<file path="config.mk">
export PLATFORM = sky130hd
export DESIGN_NAME = error_flag_registry_unit
export DESIGN_NICKNAME = d
export VERILOG_FILES = /design/src/rtl/efr_pkg.sv /design/src/rtl/efr_ram.sv /design/src/rtl/efr_ctrl.sv /design/src/rtl/efr_dp.sv /design/src/rtl/error_flag_registry_unit.sv
export SDC_FILE = /design/constraint.sdc
export NUM_CORES = 1
export LEC_CHECK = 0
export BUFFER_PORTS_ARGS = -buffer_cell sky130_fd_sc_hd__clkbuf_2
export CAP_MARGIN = 20
export CORE_ASPECT_RATIO = 0.9
export CORE_MARGIN = 2
export CORE_UTILIZATION = 30
export DETAILED_ROUTE_END_ITERATION = 8
export PLACE_DENSITY = 0.42
export SLEW_MARGIN = 25
export SYNTH_ARGS = -nofsm -noshare
export SYNTH_HDL_FRONTEND = slang
export SYNTH_HIERARCHICAL = 1
export SYNTH_SLANG_ARGS = --single-unit
</file>
<file path="constraint.sdc">
create_clock -name i_clk -period 5.7 [get_ports i_clk]
set_clock_uncertainty 0.05 [all_clocks]
set_input_delay 0.285 -clock i_clk [delete_from_list [all_inputs] [get_ports i_clk]]
set_output_delay 0.285 -clock i_clk [all_outputs]
set_load 0.05 [all_outputs]
</file>
<file path="src/rtl/efr_pkg.sv">
// Shared types and constants for the error-flag registry.
// Holds the request codes, the fixed field widths and the controller command struct.
// No dependencies.
package efr_pkg;

    localparam int REQ_W     = 2;
    localparam int IDX_W     = 4;
    localparam int OUT_CNT_W = 16;
    localparam int MASK_W    = 16;

    localparam logic [REQ_W-1:0] REQ_SET    = 2'd0;
    localparam logic [REQ_W-1:0] REQ_CLEAR  = 2'd1;
    localparam logic [REQ_W-1:0] REQ_REINIT = 2'd2;
    localparam logic [REQ_W-1:0] REQ_QUERY  = 2'd3;

    // Commands from the controller to the datapath.
    typedef struct packed {
        logic load;   // capture the request and start the counter read
        logic exec;   // apply the request and register the result
    } t_cmd;

endpackage

</file>
<file path="src/rtl/efr_ram.sv">
// Generic single-write, single-read RAM with a registered read port.
// Used for the per-flag occurrence counters; no dependencies.
module efr_ram #(
    parameter int WIDTH = 16,
    parameter int DEPTH = 16
) (
    input  logic                     i_clk,
    input  logic                     i_we,
    input  logic [$clog2(DEPTH)-1:0] i_waddr,
    input  logic [WIDTH-1:0]         i_wdata,
    input  logic                     i_re,
    input  logic [$clog2(DEPTH)-1:0] i_raddr,
    output logic [WIDTH-1:0]         o_rdata
);

    logic [WIDTH-1:0] r_mem [DEPTH];
    logic [WIDTH-1:0] r_rdata;

    always_ff @(posedge i_clk) begin
        if (i_we) begin
            r_mem[i_waddr] <= i_wdata;
        end
        if (i_re) begin
            r_rdata <= r_mem[i_raddr];
        end
    end

    assign o_rdata = r_rdata;

endmodule

</file>
<file path="src/rtl/efr_ctrl.sv">
// Controller for the error-flag registry: a two-state sequencer and the result strobe.
// Depends on efr_pkg for the command struct.
module efr_ctrl (
    input  logic          i_clk,
    input  logic          i_rst_n,
    input  logic          i_start,
    output logic          o_busy,
    output logic          o_strobe,
    output efr_pkg::t_cmd o_cmd
);
    import efr_pkg::*;

    localparam logic [0:0] ST_IDLE = 1'b0;
    localparam logic [0:0] ST_EXEC = 1'b1;

    logic [0:0] r_state;
    logic [0:0] n_state;
    logic       r_strobe;
    t_cmd       w_cmd;

    always_comb begin
        n_state   = r_state;
        w_cmd     = '0;
        case (r_state)
            ST_IDLE: begin
                if (i_start) begin
                    w_cmd.load = 1'b1;
                    n_state    = ST_EXEC;
                end
            end
            ST_EXEC: begin
                w_cmd.exec = 1'b1;
                n_state    = ST_IDLE;
            end
            default: begin
                n_state = ST_IDLE;
            end
        endcase
    end

    always_ff @(posedge i_clk) begin
        if (!i_rst_n) begin
            r_state  <= ST_IDLE;
            r_strobe <= 1'b0;
        end else begin
            r_state  <= n_state;
            r_strobe <= w_cmd.exec;
        end
    end

    assign o_busy   = (r_state == ST_EXEC);
    assign o_strobe = r_strobe;
    assign o_cmd    = w_cmd;

    a_start_leads_to_exec: assert property (@(posedge i_clk) disable iff (!i_rst_n)
        (i_start && r_state == ST_IDLE) |=> (r_state == ST_EXEC))
        else $error("accepted request did not move the controller to execute");

    a_strobe_when_idle: assert property (@(posedge i_clk) disable iff (!i_rst_n)
        r_strobe |-> (r_state == ST_IDLE))
        else $error("result strobe raised while a request is still executing");

    a_no_back_to_back_strobe: assert property (@(posedge i_clk) disable iff (!i_rst_n)
        r_strobe |=> !r_strobe)
        else $error("result strobe held for more than one cycle");

endmodule

</file>
<file path="src/rtl/efr_dp.sv">
// Datapath of the error-flag registry: flags, overall error, counters and result registers.
// Depends on efr_pkg and instantiates efr_ram for the per-flag counters.
module efr_dp #(
    parameter int NUM_ENTRIES = 16,
    parameter int COUNT_WIDTH = 16
) (
    input  logic                           i_clk,
    input  logic                           i_rst_n,
    input  efr_pkg::t_cmd                  i_cmd,
    input  logic [efr_pkg::REQ_W-1:0]      i_req_type,
    input  logic [efr_pkg::IDX_W-1:0]      i_flag_index,
    input  logic                           i_cfg_we,
    input  logic [efr_pkg::MASK_W-1:0]     i_cfg_wdata,
    output logic                           o_accepted,
    output logic                           o_flag_state,
    output logic                           o_flag_enabled,
    output logic [efr_pkg::OUT_CNT_W-1:0]  o_flag_count,
    output logic                           o_overall_active,
    output logic [efr_pkg::IDX_W-1:0]      o_overall_index,
    output logic [efr_pkg::OUT_CNT_W-1:0]  o_overall_count
);
    import efr_pkg::*;

    localparam int AW = $clog2(NUM_ENTRIES);
    localparam logic [COUNT_WIDTH-1:0] CNT_MAX = '1;

    // Architectural state
    logic [MASK_W-1:0]      r_mask;
    logic [NUM_ENTRIES-1:0] r_flags;
    logic [NUM_ENTRIES-1:0] r_cnt_valid;
    logic                   r_ov_valid;
    logic [IDX_W-1:0]       r_ov_src;
    logic [COUNT_WIDTH-1:0] r_ov_cnt;

    // Captured request
    logic [REQ_W-1:0]       r_req;
    logic [IDX_W-1:0]       r_idx;

    // Result registers
    logic                   r_out_acc;
    logic                   r_out_state;
    logic                   r_out_en;
    logic [OUT_CNT_W-1:0]   r_out_cnt;

    logic [NUM_ENTRIES-1:0] n_flags;
    logic [NUM_ENTRIES-1:0] n_cnt_valid;
    logic                   n_ov_valid;
    logic [IDX_W-1:0]       n_ov_src;
    logic [COUNT_WIDTH-1:0] n_ov_cnt;
    logic                   n_acc;
    logic                   n_state_bit;
    logic                   n_en;
    logic [COUNT_WIDTH-1:0] n_entry_cnt;

    logic [AW-1:0]          w_addr;
    logic [COUNT_WIDTH-1:0] w_rdata;
    logic [COUNT_WIDTH-1:0] w_cnt_rd;
    logic [COUNT_WIDTH-1:0] w_cnt_new;
    logic                   w_in_range;
    logic                   w_flag_ok;
    logic                   w_set_ok;
    logic [NUM_ENTRIES-1:0] w_left;
    logic [AW-1:0]          w_found;
    logic                   w_found_any;

    efr_ram #(
        .WIDTH (COUNT_WIDTH),
        .DEPTH (NUM_ENTRIES)
    ) u_cnt_ram (
        .i_clk   (i_clk),
        .i_we    (w_set_ok),
        .i_waddr (w_addr),
        .i_wdata (w_cnt_new),
        .i_re    (i_cmd.load),
        .i_raddr (AW'(i_flag_index)),
        .o_rdata (w_rdata)
    );

    assign w_addr     = AW'(r_idx);
    assign w_in_range = ({28'd0, r_idx} < 32'(NUM_ENTRIES));
    assign w_flag_ok  = w_in_range && (r_idx != '0);
    // A counter never written since reset or reinit reads as zero.
    assign w_cnt_rd   = r_cnt_valid[w_addr] ? w_rdata : '0;
    assign w_cnt_new  = (w_cnt_rd == CNT_MAX) ? w_cnt_rd : w_cnt_rd + 1'b1;
    assign w_set_ok   = i_cmd.exec && (r_req == REQ_SET) && w_flag_ok && r_mask[0]
                        && r_mask[r_idx] && !r_flags[w_addr];

    // Lowest-numbered flag left latched once the addressed one is dropped.
    always_comb begin
        w_left         = r_flags;
        w_left[w_addr] = 1'b0;
        w_found        = '0;
        w_found_any    = 1'b0;
        for (int k = NUM_ENTRIES - 1; k >= 1; k--) begin
            if (w_left[k]) begin
                w_found     = AW'(k);
                w_found_any = 1'b1;
            end
        end
    end

    always_comb begin
        n_flags     = r_flags;
        n_cnt_valid = r_cnt_valid;
        n_ov_valid  = r_ov_valid;
        n_ov_src    = r_ov_src;
        n_ov_cnt    = r_ov_cnt;
        n_acc       = w_in_range;
        n_entry_cnt = w_cnt_rd;
        case (r_req)
            REQ_SET: begin
                n_acc = w_set_ok;
                if (w_set_ok) begin
                    n_flags[w_addr]     = 1'b1;
                    n_cnt_valid[w_addr] = 1'b1;
                    n_entry_cnt         = w_cnt_new;
                    if (!r_ov_valid) begin
                        n_ov_valid = 1'b1;
                        n_ov_src   = r_idx;
                        n_ov_cnt   = (r_ov_cnt == CNT_MAX) ? r_ov_cnt : r_ov_cnt + 1'b1;
                    end
                end
            end
            REQ_CLEAR: begin
                n_acc = w_flag_ok;
                if (w_flag_ok && r_flags[w_addr]) begin
                    n_flags = w_left;
                    if (!w_found_any) begin
                        n_ov_valid = 1'b0;
                        n_ov_src   = '0;
                    end else if (!r_ov_valid || (r_ov_src != IDX_W'(w_found))) begin
                        n_ov_valid = 1'b1;
                        n_ov_src   = IDX_W'(w_found);
                        n_ov_cnt   = (r_ov_cnt == CNT_MAX) ? r_ov_cnt : r_ov_cnt + 1'b1;
                    end
                end
            end
            REQ_REINIT: begin
                n_flags     = '0;
                n_cnt_valid = '0;
                n_ov_valid  = 1'b0;
                n_ov_src    = '0;
                n_ov_cnt    = '0;
                n_entry_cnt = '0;
            end
            REQ_QUERY: begin
                n_acc = w_in_range;
            end
            default: begin
                n_acc = w_in_range;
            end
        endcase

        // Entry 0 reports the overall error in place of a flag.
        if (r_idx == '0) begin
            n_state_bit = n_ov_valid;
            n_entry_cnt = n_ov_cnt;
        end else begin
            n_state_bit = n_flags[w_addr];
        end
        n_en = r_mask[r_idx];
        if (!w_in_range) begin
            n_state_bit = 1'b0;
            n_en        = 1'b0;
            n_entry_cnt = '0;
        end
    end

    always_ff @(posedge i_clk) begin
        if (!i_rst_n) begin
            r_mask      <= '1;
            r_flags     <= '0;
            r_cnt_valid <= '0;
            r_ov_valid  <= 1'b0;
            r_ov_src    <= '0;
            r_ov_cnt    <= '0;
        end else begin
            if (i_cfg_we) begin
                r_mask <= i_cfg_wdata;
            end
            if (i_cmd.exec) begin
                r_flags     <= n_flags;
                r_cnt_valid <= n_cnt_valid;
                r_ov_valid  <= n_ov_valid;
                r_ov_src    <= n_ov_src;
                r_ov_cnt    <= n_ov_cnt;
            end
        end
    end

    always_ff @(posedge i_clk) begin
        if (i_cmd.load) begin
            r_req <= i_req_type;
            r_idx <= i_flag_index;
        end
        if (i_cmd.exec) begin
            r_out_acc   <= n_acc;
            r_out_state <= n_state_bit;
            r_out_en    <= n_en;
            r_out_cnt   <= OUT_CNT_W'(n_entry_cnt);
        end
    end

    assign o_accepted       = r_out_acc;
    assign o_flag_state     = r_out_state;
    assign o_flag_enabled   = r_out_en;
    assign o_flag_count     = r_out_cnt;
    assign o_overall_active = r_ov_valid;
    assign o_overall_index  = r_ov_src;
    assign o_overall_count  = OUT_CNT_W'(r_ov_cnt);

    a_source_latched: assert property (@(posedge i_clk) disable iff (!i_rst_n)
        r_ov_valid |-> r_flags[AW'(r_ov_src)])
        else $error("overall error points at a flag that is not latched");

    a_idle_no_flags: assert property (@(posedge i_clk) disable iff (!i_rst_n)
        !r_ov_valid |-> (r_flags == '0 && r_ov_src == '0))
        else $error("flags latched or source kept without an overall error");

    a_entry0_never_flag: assert property (@(posedge i_clk) disable iff (!i_rst_n)
        !r_flags[0])
        else $error("overall entry latched as an individual flag");

endmodule

</file>
<file path="src/rtl/error_flag_registry_unit.sv">
// Top level of the error-flag registry.
// Depends on efr_pkg; instantiates efr_ctrl (sequencer) and efr_dp (state and counters).
//
// Usage:
//   A request beat (i_req_type, i_flag_index) is taken at a rising edge where i_start is
//   high and o_busy is low. o_busy is high from that edge onward while the
//   request executes, so a new request cannot enter until the current one has executed.
//   The result beat appears on the o_* result ports, marked by o_strobe for exactly one
//   cycle, in the cycle after the execute edge.
//   The receiver cannot hold results off; each strobed beat must be taken as it comes.
//   That spacing is set by the counter RAM's registered read: the counter is read at the
//   accepting edge and written back with the rest of the state at the execute edge.
//   The enable mask is written through i_cfg_we / i_cfg_wdata at any edge where the
//   write enable is high; writes are meant only while no request is in flight.
//   Synchronous reset (i_rst_n low) clears all flags, counters and the overall error,
//   sets the enable mask to all ones and leaves the block idle with no strobe pending.
//   o_overall_active, o_overall_index and o_overall_count always show the live state.
module error_flag_registry_unit #(
    parameter int NUM_ENTRIES = 16,
    parameter int COUNT_WIDTH = 16
) (
    input  logic                           i_clk,
    input  logic                           i_rst_n,
    input  logic                           i_start,
    output logic                           o_busy,
    input  logic [efr_pkg::REQ_W-1:0]      i_req_type,
    input  logic [efr_pkg::IDX_W-1:0]      i_flag_index,
    input  logic                           i_cfg_we,
    input  logic [efr_pkg::MASK_W-1:0]     i_cfg_wdata,
    output logic                           o_strobe,
    output logic                           o_accepted,
    output logic                           o_flag_state,
    output logic                           o_flag_enabled,
    output logic [efr_pkg::OUT_CNT_W-1:0]  o_flag_count,
    output logic                           o_overall_active,
    output logic [efr_pkg::IDX_W-1:0]      o_overall_index,
    output logic [efr_pkg::OUT_CNT_W-1:0]  o_overall_count
);
    import efr_pkg::*;

    t_cmd w_cmd;

    efr_ctrl u_ctrl (
        .i_clk    (i_clk),
        .i_rst_n  (i_rst_n),
        .i_start  (i_start),
        .o_busy   (o_busy),
        .o_strobe (o_strobe),
        .o_cmd    (w_cmd)
    );

    efr_dp #(
        .NUM_ENTRIES (NUM_ENTRIES),
        .COUNT_WIDTH (COUNT_WIDTH)
    ) u_dp (
        .i_clk            (i_clk),
        .i_rst_n          (i_rst_n),
        .i_cmd            (w_cmd),
        .i_req_type       (i_req_type),
        .i_flag_index     (i_flag_index),
        .i_cfg_we         (i_cfg_we),
        .i_cfg_wdata      (i_cfg_wdata),
        .o_accepted       (o_accepted),
        .o_flag_state     (o_flag_state),
        .o_flag_enabled   (o_flag_enabled),
        .o_flag_count     (o_flag_count),
        .o_overall_active (o_overall_active),
        .o_overall_index  (o_overall_index),
        .o_overall_count  (o_overall_count)
    );

endmodule

</file>
; ---- Word level (Yosys, flattened, before mapping)
; Memories as Yosys holds them, arrays and structs flattened. A register that Yosys moved wholly into a read port is not among the register bits.
; Index checks and enable logic that the tools add are counted.
[classes]
n_addsub = 2
eq_ne = 9
order_cmp = 2
mux = 76
n_reduce_logical = 17
bitwise = 5
[ops]
columns = cell, n
row1 = two-way mux 16 bit, 13
row2 = case mux 16 bit (3 select lines), 2
row3 = two-way mux 4 bit, 20
row4 = case mux 16 bit (2 select lines), 2
row5 = adder 16 x 1 -> 16 bit (second input constant), 2
row6 = == test 16 bit (second input constant), 2
row7 = OR 16 bit, 2
row8 = two-way mux 1 bit, 30
row9 = bitwise AND 16 bit, 1
row10 = binary-select mux 1 bit (select 4 bit), 4
row11 = inverter 16 bit, 1
row12 = case mux 4 bit (3 select lines), 1
row13 = logical AND 1 bit, 7
row14 = AND reduction 6 bit, 1
row15 = less-than comparator 4 x 5 -> 1 bit (second input constant), 1
row16 = demux 1 bit (select 4 bit), 1
row17 = >= comparator 4 x 1 -> 1 bit (second input constant), 1
row18 = logical NOT 4 bit, 1
row19 = inequality test 2 bit (second input constant), 2
row20 = inequality test 4 bit, 1
row21 = case mux 1 bit (2 select lines), 2
row22 = nonzero test 4 bit, 1
row23 = inequality test 3 bit (second input constant), 1
row24 = case mux 1 bit (3 select lines), 1
row25 = 10 further kinds, 11
[totals]
wordCells = 126
output_inout_bits = 42
regBits = 96
in_bits = 26
n_memories = 1
mem_bits_rw = 256
[memory_table]
columns = name, depth, word_bits, read_ports, rd_ports_with_merged_regs, wr, line_no
row1 = u_dp.u_cnt_ram.r_mem, 16, 16, 1, 1, 1, efr_ram.sv:16  ; logic [WIDTH-1:0] r_mem [DEPTH];

; ---- Depth between registers and ports, before layout
[logic_depth]
ltp_word = 28
depth_mapped = 20
mapped_depth_nobuf = 16

; ---- Cells and area by module
; The synthesis kept the hierarchy.
[modules_own_cells]
columns = mod, cells_per_inst, seq_area_each_um2, area_each_um2, instances
row1 = efr_ram, 432, 8167.8, 10202.3, 1
row2 = efr_dp, 843, 2132.0, 7006.7, 1
row3 = efr_ctrl, 7, 40.0, 81.3, 1

; ---- Worst setup path after synthesis
; OpenSTA, ideal clock, no wires.
[synth_path]
path_kind = flip-flop to flip-flop
startpoint = reg u_dp.r_idx[0]
endpoint = mem u_dp.u_cnt_ram.r_mem[0][0], enable pin
n_path_buf = 6
required_ns = 5.241
t_arrival_ns = 4.073
path_stages_with_launch = 13
slack_ns = 1.168
setup_ns = 0.409
synth_period_minus_slack_ns = 4.532
cell_sequence = edfxtp_1 > buf_6 > buf_8 > buf_8 > mux4_2 > nor3b_1 > o21ai_1 > a21oi_2 > buf_4 > buf_2 > buf_1 > or3b_2 > nor3_1
[synth_via]
elab_chain_len = 7
elab_cells_between_ends = 12
classes_between = 6 x mux / 6 x reduce/logical
[synth_rtl]
columns = item, line_no
row1 = from (decl), efr_dp.sv:37  ; logic [IDX_W-1:0] r_idx;
row2 = from (signal assigned), efr_dp.sv:194  ; r_idx <= i_flag_index;
row3 = "parallel branches: the longest is 4 deep, another holds binary-select mux 1 bit (select 4 bit)", --
row4 = logical AND 1 bit *, efr_dp.sv:86  ; && r_mask[r_idx] && !r_flags[w_addr];
row5 = named net u_dp.w_set_ok, efr_dp.sv:61  ; logic w_set_ok;
row6 = two-way mux 1 bit *, efr_ram.sv:20  ; if (i_we) begin
row7 = two-way mux 1 bit (not written as such) *, efr_ram.sv:21  ; r_mem[i_waddr] <= i_wdata;
row8 = to (decl), efr_ram.sv:16
; Mark *: on every way through the listed nets, which the timed path passes. The select of a mux whose other input is x is not followed.

; ---- Final worst setup path
[layout_path]
startpoint = reg u_dp.r_idx[0]
endpoint = reg u_dp.r_out_cnt[15], in the netlist u_dp/o_flag_count[15] (data pin)
[layout_via]
elab_chain_len = 28
elab_cells_between_ends = 65
classes_between = 1 x add/sub / 2 x order compare / 2 x eq/ne / 48 x mux / 2 x bitwise / 10 x reduce/logical
[layout_rtl]
columns = item, line_no
row1 = less-than comparator 4 x 5 -> 1 bit (not written as such) or >= comparator 4 x 1 -> 1 bit (tied branches), efr_dp.sv:91  ; w_left[w_addr] = 1'b0;
row2 = logical AND 1 bit (not written as such), efr_dp.sv:91
row3 = two-way mux 1 bit (not written as such), efr_dp.sv:91
row4 = demux 1 bit (select 4 bit), --
row5 = inverter 16 bit (no line), --
row6 = bitwise AND 16 bit (no line), --
row7 = two-way mux 4 bit (15 in a row), efr_dp.sv:95  ; if (w_left[k]) begin
row8 = inequality test 4 bit, efr_dp.sv:131  ; end else if (!r_ov_valid || (r_ov_src != IDX_W'(w_found))) begin
row9 = logical OR 1 bit, efr_dp.sv:131
row10 = two-way mux 16 bit, efr_dp.sv:131
row11 = two-way mux 16 bit, efr_dp.sv:128  ; if (!w_found_any) begin
row12 = two-way mux 16 bit, efr_dp.sv:126  ; if (w_flag_ok && r_flags[w_addr]) begin
row13 = case mux 16 bit (3 select lines), efr_dp.sv:110  ; case (r_req)
row14 = two-way mux 16 bit *, efr_dp.sv:155  ; if (r_idx == '0) begin
row15 = named net u_dp.n_entry_cnt[15], efr_dp.sv:53  ; logic [COUNT_WIDTH-1:0] n_entry_cnt;
row16 = to (signal assigned), efr_dp.sv:200  ; r_out_cnt <= OUT_CNT_W'(n_entry_cnt);
row17 = to (decl), efr_dp.sv:43  ; logic [OUT_CNT_W-1:0] r_out_cnt;
; The timed path passes the listed nets; every way through them passes the cells marked *. The select of a mux whose other input is x is not followed.
; A chain may end at the register's enable or synchronous reset.

==> flow_summary_export.csv <==
group,metric,value,unit
timing,hold_viol,0,
floorplanning,dieArea,59600,um^2
yosys,yosys_warnings,6,
clocking,cts_root_buf,"clkbuf_16",
cells_and_area,nFillCells,5500,
clocking,cts_resized,0,
cells_and_area,seq_area,10300,um^2
cells_and_area,antenna_cells,0,
setup_path,path_class,"register to register",
yosys,synth_cells,1282,
setup_path,start_kind,"register",
setup_path,required,5.96,ns
placement,post-place-cells,2081,
setup_path,crit_chain,"buf_4, mux4_2, nor3b_1, o21ai_1, a21oi_2, buf_4, nand2b_1, o21ai_1, and2_1, a221oi_1, a31oi_1",
timing,period_minus_slack,4.89,ns
floorplanning,design.portCount,68,
clocking,h-tree-depth,2,
cells_and_area,area_growth,17.5,%
clocking,cts_buffers,43,
global_route,gr-total-overflow,0,
setup_path,cp_top_family,"compound AO/OA/AOI/OAI gates",
routing,vias_per_cell,5.31,
floorplanning,die_w,257,um
routing,via_count,11600,
clocking,cts_setup_buffers,0,
yosys,syn_nets,1314,
global_route,antenna_found_initial,0,
setup_path,crit_arrival,5.15,ns
timing,finalMaxSlewViolations,0,
cells_and_area,instances_no_fill,2180,
power_and_ir_drop,total_power,6.34,mW
power_and_ir_drop,leakage,6.65,nW
floorplanning,initial_core_util,30.3,%
timing,whs,0.165,ns
setup_path,worstSetupEndpointType,"register",
yosys,ys_dominant_reg_cell,"edfxtp_1",
timing,rsz0062_at_grt,"no",
routing,ant_nets,0,
setup_path,cp_num_buf_inv,2,
yosys,synth.avg_cell_area,13.5,um^2
timing,fmax,204,MHz
clocking,cts.sinks,368,
global_route,grt_pass1_vias,11400,
setup_path,critPathMaxStageDelay,0.78,ns
routing,drc,0,
yosys,synth_edf_count,297,
timing,tightest_slew,0.889,ns
cells_and_area,multi_input_area,6480,um^2
worst_hold_path,hold_class,"input port to register",
yosys,synth.distinct_cells,102,
placement,place_congestion,0.850,
clocking,cts_tree,"done",
global_route,grt_max_degree,48,
timing,setup_tns,0,ns
routing,wl_per_cell,23.5,um
cells_and_area,drive_gt1_share,23.6,%
yosys,async_flop_share,0,%
run,max_cap_violations,0,
placement,port-buffer-count,67,
yosys,synthesis.area,17300,um^2
floorplanning,fp.dieH,232,um
routing,dr.pass1.iters,5,
yosys,yosys_register_bits,368,
clocking,clkSlewWorstSetupHoldPaths,0.06,ns
routing,finalWirelength,51200,um
placement,hpwl,33100,um
placement,place_area,18600,um^2
routing,first_iter_violations,937,
clocking,cts.hold.buffers_added,21,
floorplanning,rows,83,
timing,setup_viol,0,
global_route,grt_usage,17.2,%
floorplanning,coreArea,57000,um^2
setup_path,slowest_stage,"edfxtp_1",
clocking,clock_latency,0.59,ns
cells_and_area,final_area,20300,um^2
global_route,grt_pass1_wl,77400,um
setup_path,crit_fanout,38,
timing,min_period_over_period,85.8,%
status,outcome,"finished clean",
timing,slew-limit-headroom,40.7,%
power_and_ir_drop,vdd_drop_max,254,uV
cells_and_area,nets,1414,
clocking,clock_path_buffers,3,
power_and_ir_drop,powerDensity,312,nW/um^2
yosys,seq_area_frac_synth,59.8,%
==> worst paths after layout <==
kind,start,to,slack (ns),cells after the start
setup / recovery,u_dp/r_idx[0],u_dp/o_flag_count[15],0.81,11
hold / removal,i_rst_n,u_dp/r_mask[6],0.16,3
setup reg to reg,u_dp/r_idx[0],u_dp/o_flag_count[15],0.81,11
hold reg to reg,u_dp/r_flags[0],u_dp/r_flags[0],0.41,2
==> final cells by class <==
cell class,instances,share of cell area [%]
clock inverter,30,2.05
tap,765,4.71
multi-input combinational,811,31.9
sequential,368,50.9
clock buffer,48,5.44
inverter,20,0.370
timing repair buffer,138,4.63
==> layer usage <==
metal | GRT usage (%) | part of all wire [%] | up-vias
met1 | 24.7 | 47 | 5943
met4 | 4.56 | 2.0 | 0
met3 | 2.47 | 4.5 | 63
met5 | 0 | 0 | -
li1 | - | - | 5246
met2 | 27.3 | 46 | 328
==> per-stage QoR <==
stage          worst slack [ns]  utilization [%]
2_1_floorplan              1.17                -
3_3_place_gp              0.923             32.6
3_5_place_dp              0.895             32.6
4_1_cts                   0.867             35.6
5_1_grt                   0.480             35.6
6_report                  0.809             35.6
==> cell usage in the layout (no fill, tap or decap), drive strengths merged, types with 6 or more instances in the layout <==
master	count
o221ai	6
mux2i	28
inv	23
a21boi	7
nor2b	13
nor4	16
bufinv	8
o21ai	59
o22ai	17
clkbuf	113
ha	6
a21oi	74
nand2	109
o31ai	6
mux4	77
buf	52
or2	7
o21a	7
and2	13
dlygate4sd3	21
a22oi	47
clkinv	19
nand3b	6
a221oi	10
nand3	33
nor2	102
nand4	9
dfxtp	71
or3	10
nand2b	15
edfxtp	297
o211ai	9
nor3	32
a31oi	13
==> report_power, final <==
group	total [mW]	switching (mW)	leakage [nW]	internal, mW
clock network	2.96	1.18	0.742	1.78
registers	2.96	0.0317	3.28	2.93
logic	0.414	0.275	2.63	0.139
==> cell usage after synthesis, types with 28 or more instances <==
cell type | instances | share of area, %
nand3_1 | 32 | 0.93
nor2_1 | 99 | 2.1
clkbuf_1 | 39 | 0.85
mux2i_1 | 28 | 1.6
edfxtp_1 | 297 | 52
mux4_2 | 67 | 8.7
nor3_1 | 28 | 0.81
dfxtp_1 | 71 | 8.2
a21oi_1 | 67 | 1.9
a22oi_1 | 47 | 2.0
nand2_1 | 108 | 2.3
o21ai_0 | 47 | 1.4
==> state kept, by name (all words and copies together), names as in the netlist <==
name / cells
u_dp/u_cnt_ram/r_mem: 256
u_dp/o_flag_count: 16
u_dp/o_overall_count: 16
u_dp/r_cnt_valid: 16
u_dp/r_flags: 16
u_dp/r_mask: 16
u_dp/u_cnt_ram/o_rdata: 16
u_dp/o_overall_index: 4
u_dp/r_idx: 4
u_dp/r_req: 2
u_ctrl/o_busy: 1
u_ctrl/o_strobe: 1
u_dp/o_accepted: 1
u_dp/o_flag_enabled: 1
u_dp/o_flag_state: 1
u_dp/o_overall_active: 1
==> worst register-to-register path, cell delays in order (launching register included) <==
cell      delay, ns
edfxtp_1       0.78
buf_4          0.58
mux4_2         0.58
nor3b_1        0.19
o21ai_1        0.14
a21oi_2        0.67
buf_4          0.37
nand2b_1       0.20
o21ai_1        0.13
and2_1         0.35
a221oi_1       0.47
a31oi_1        0.09
==> cell families (layout without fill, tap and decap cells) <==
group / Yosys count / in the layout / share of synthesized area (%)
flip-flops: 368 / 368 / 59.8
adder cells (fa/ha/maj): 6 / 6 / 0.434
XOR/XNOR: 9 / 9 / 0.456
buffers and inverters: 103 / 236 / 3.18
AO/OA/AOI/OAI: 288 / 288 / 11.5
AND/OR/NAND/NOR: 399 / 399 / 12.5
multiplexers: 109 / 109 / 12.1
Note: power is estimated with default switching activity, not from simulation.
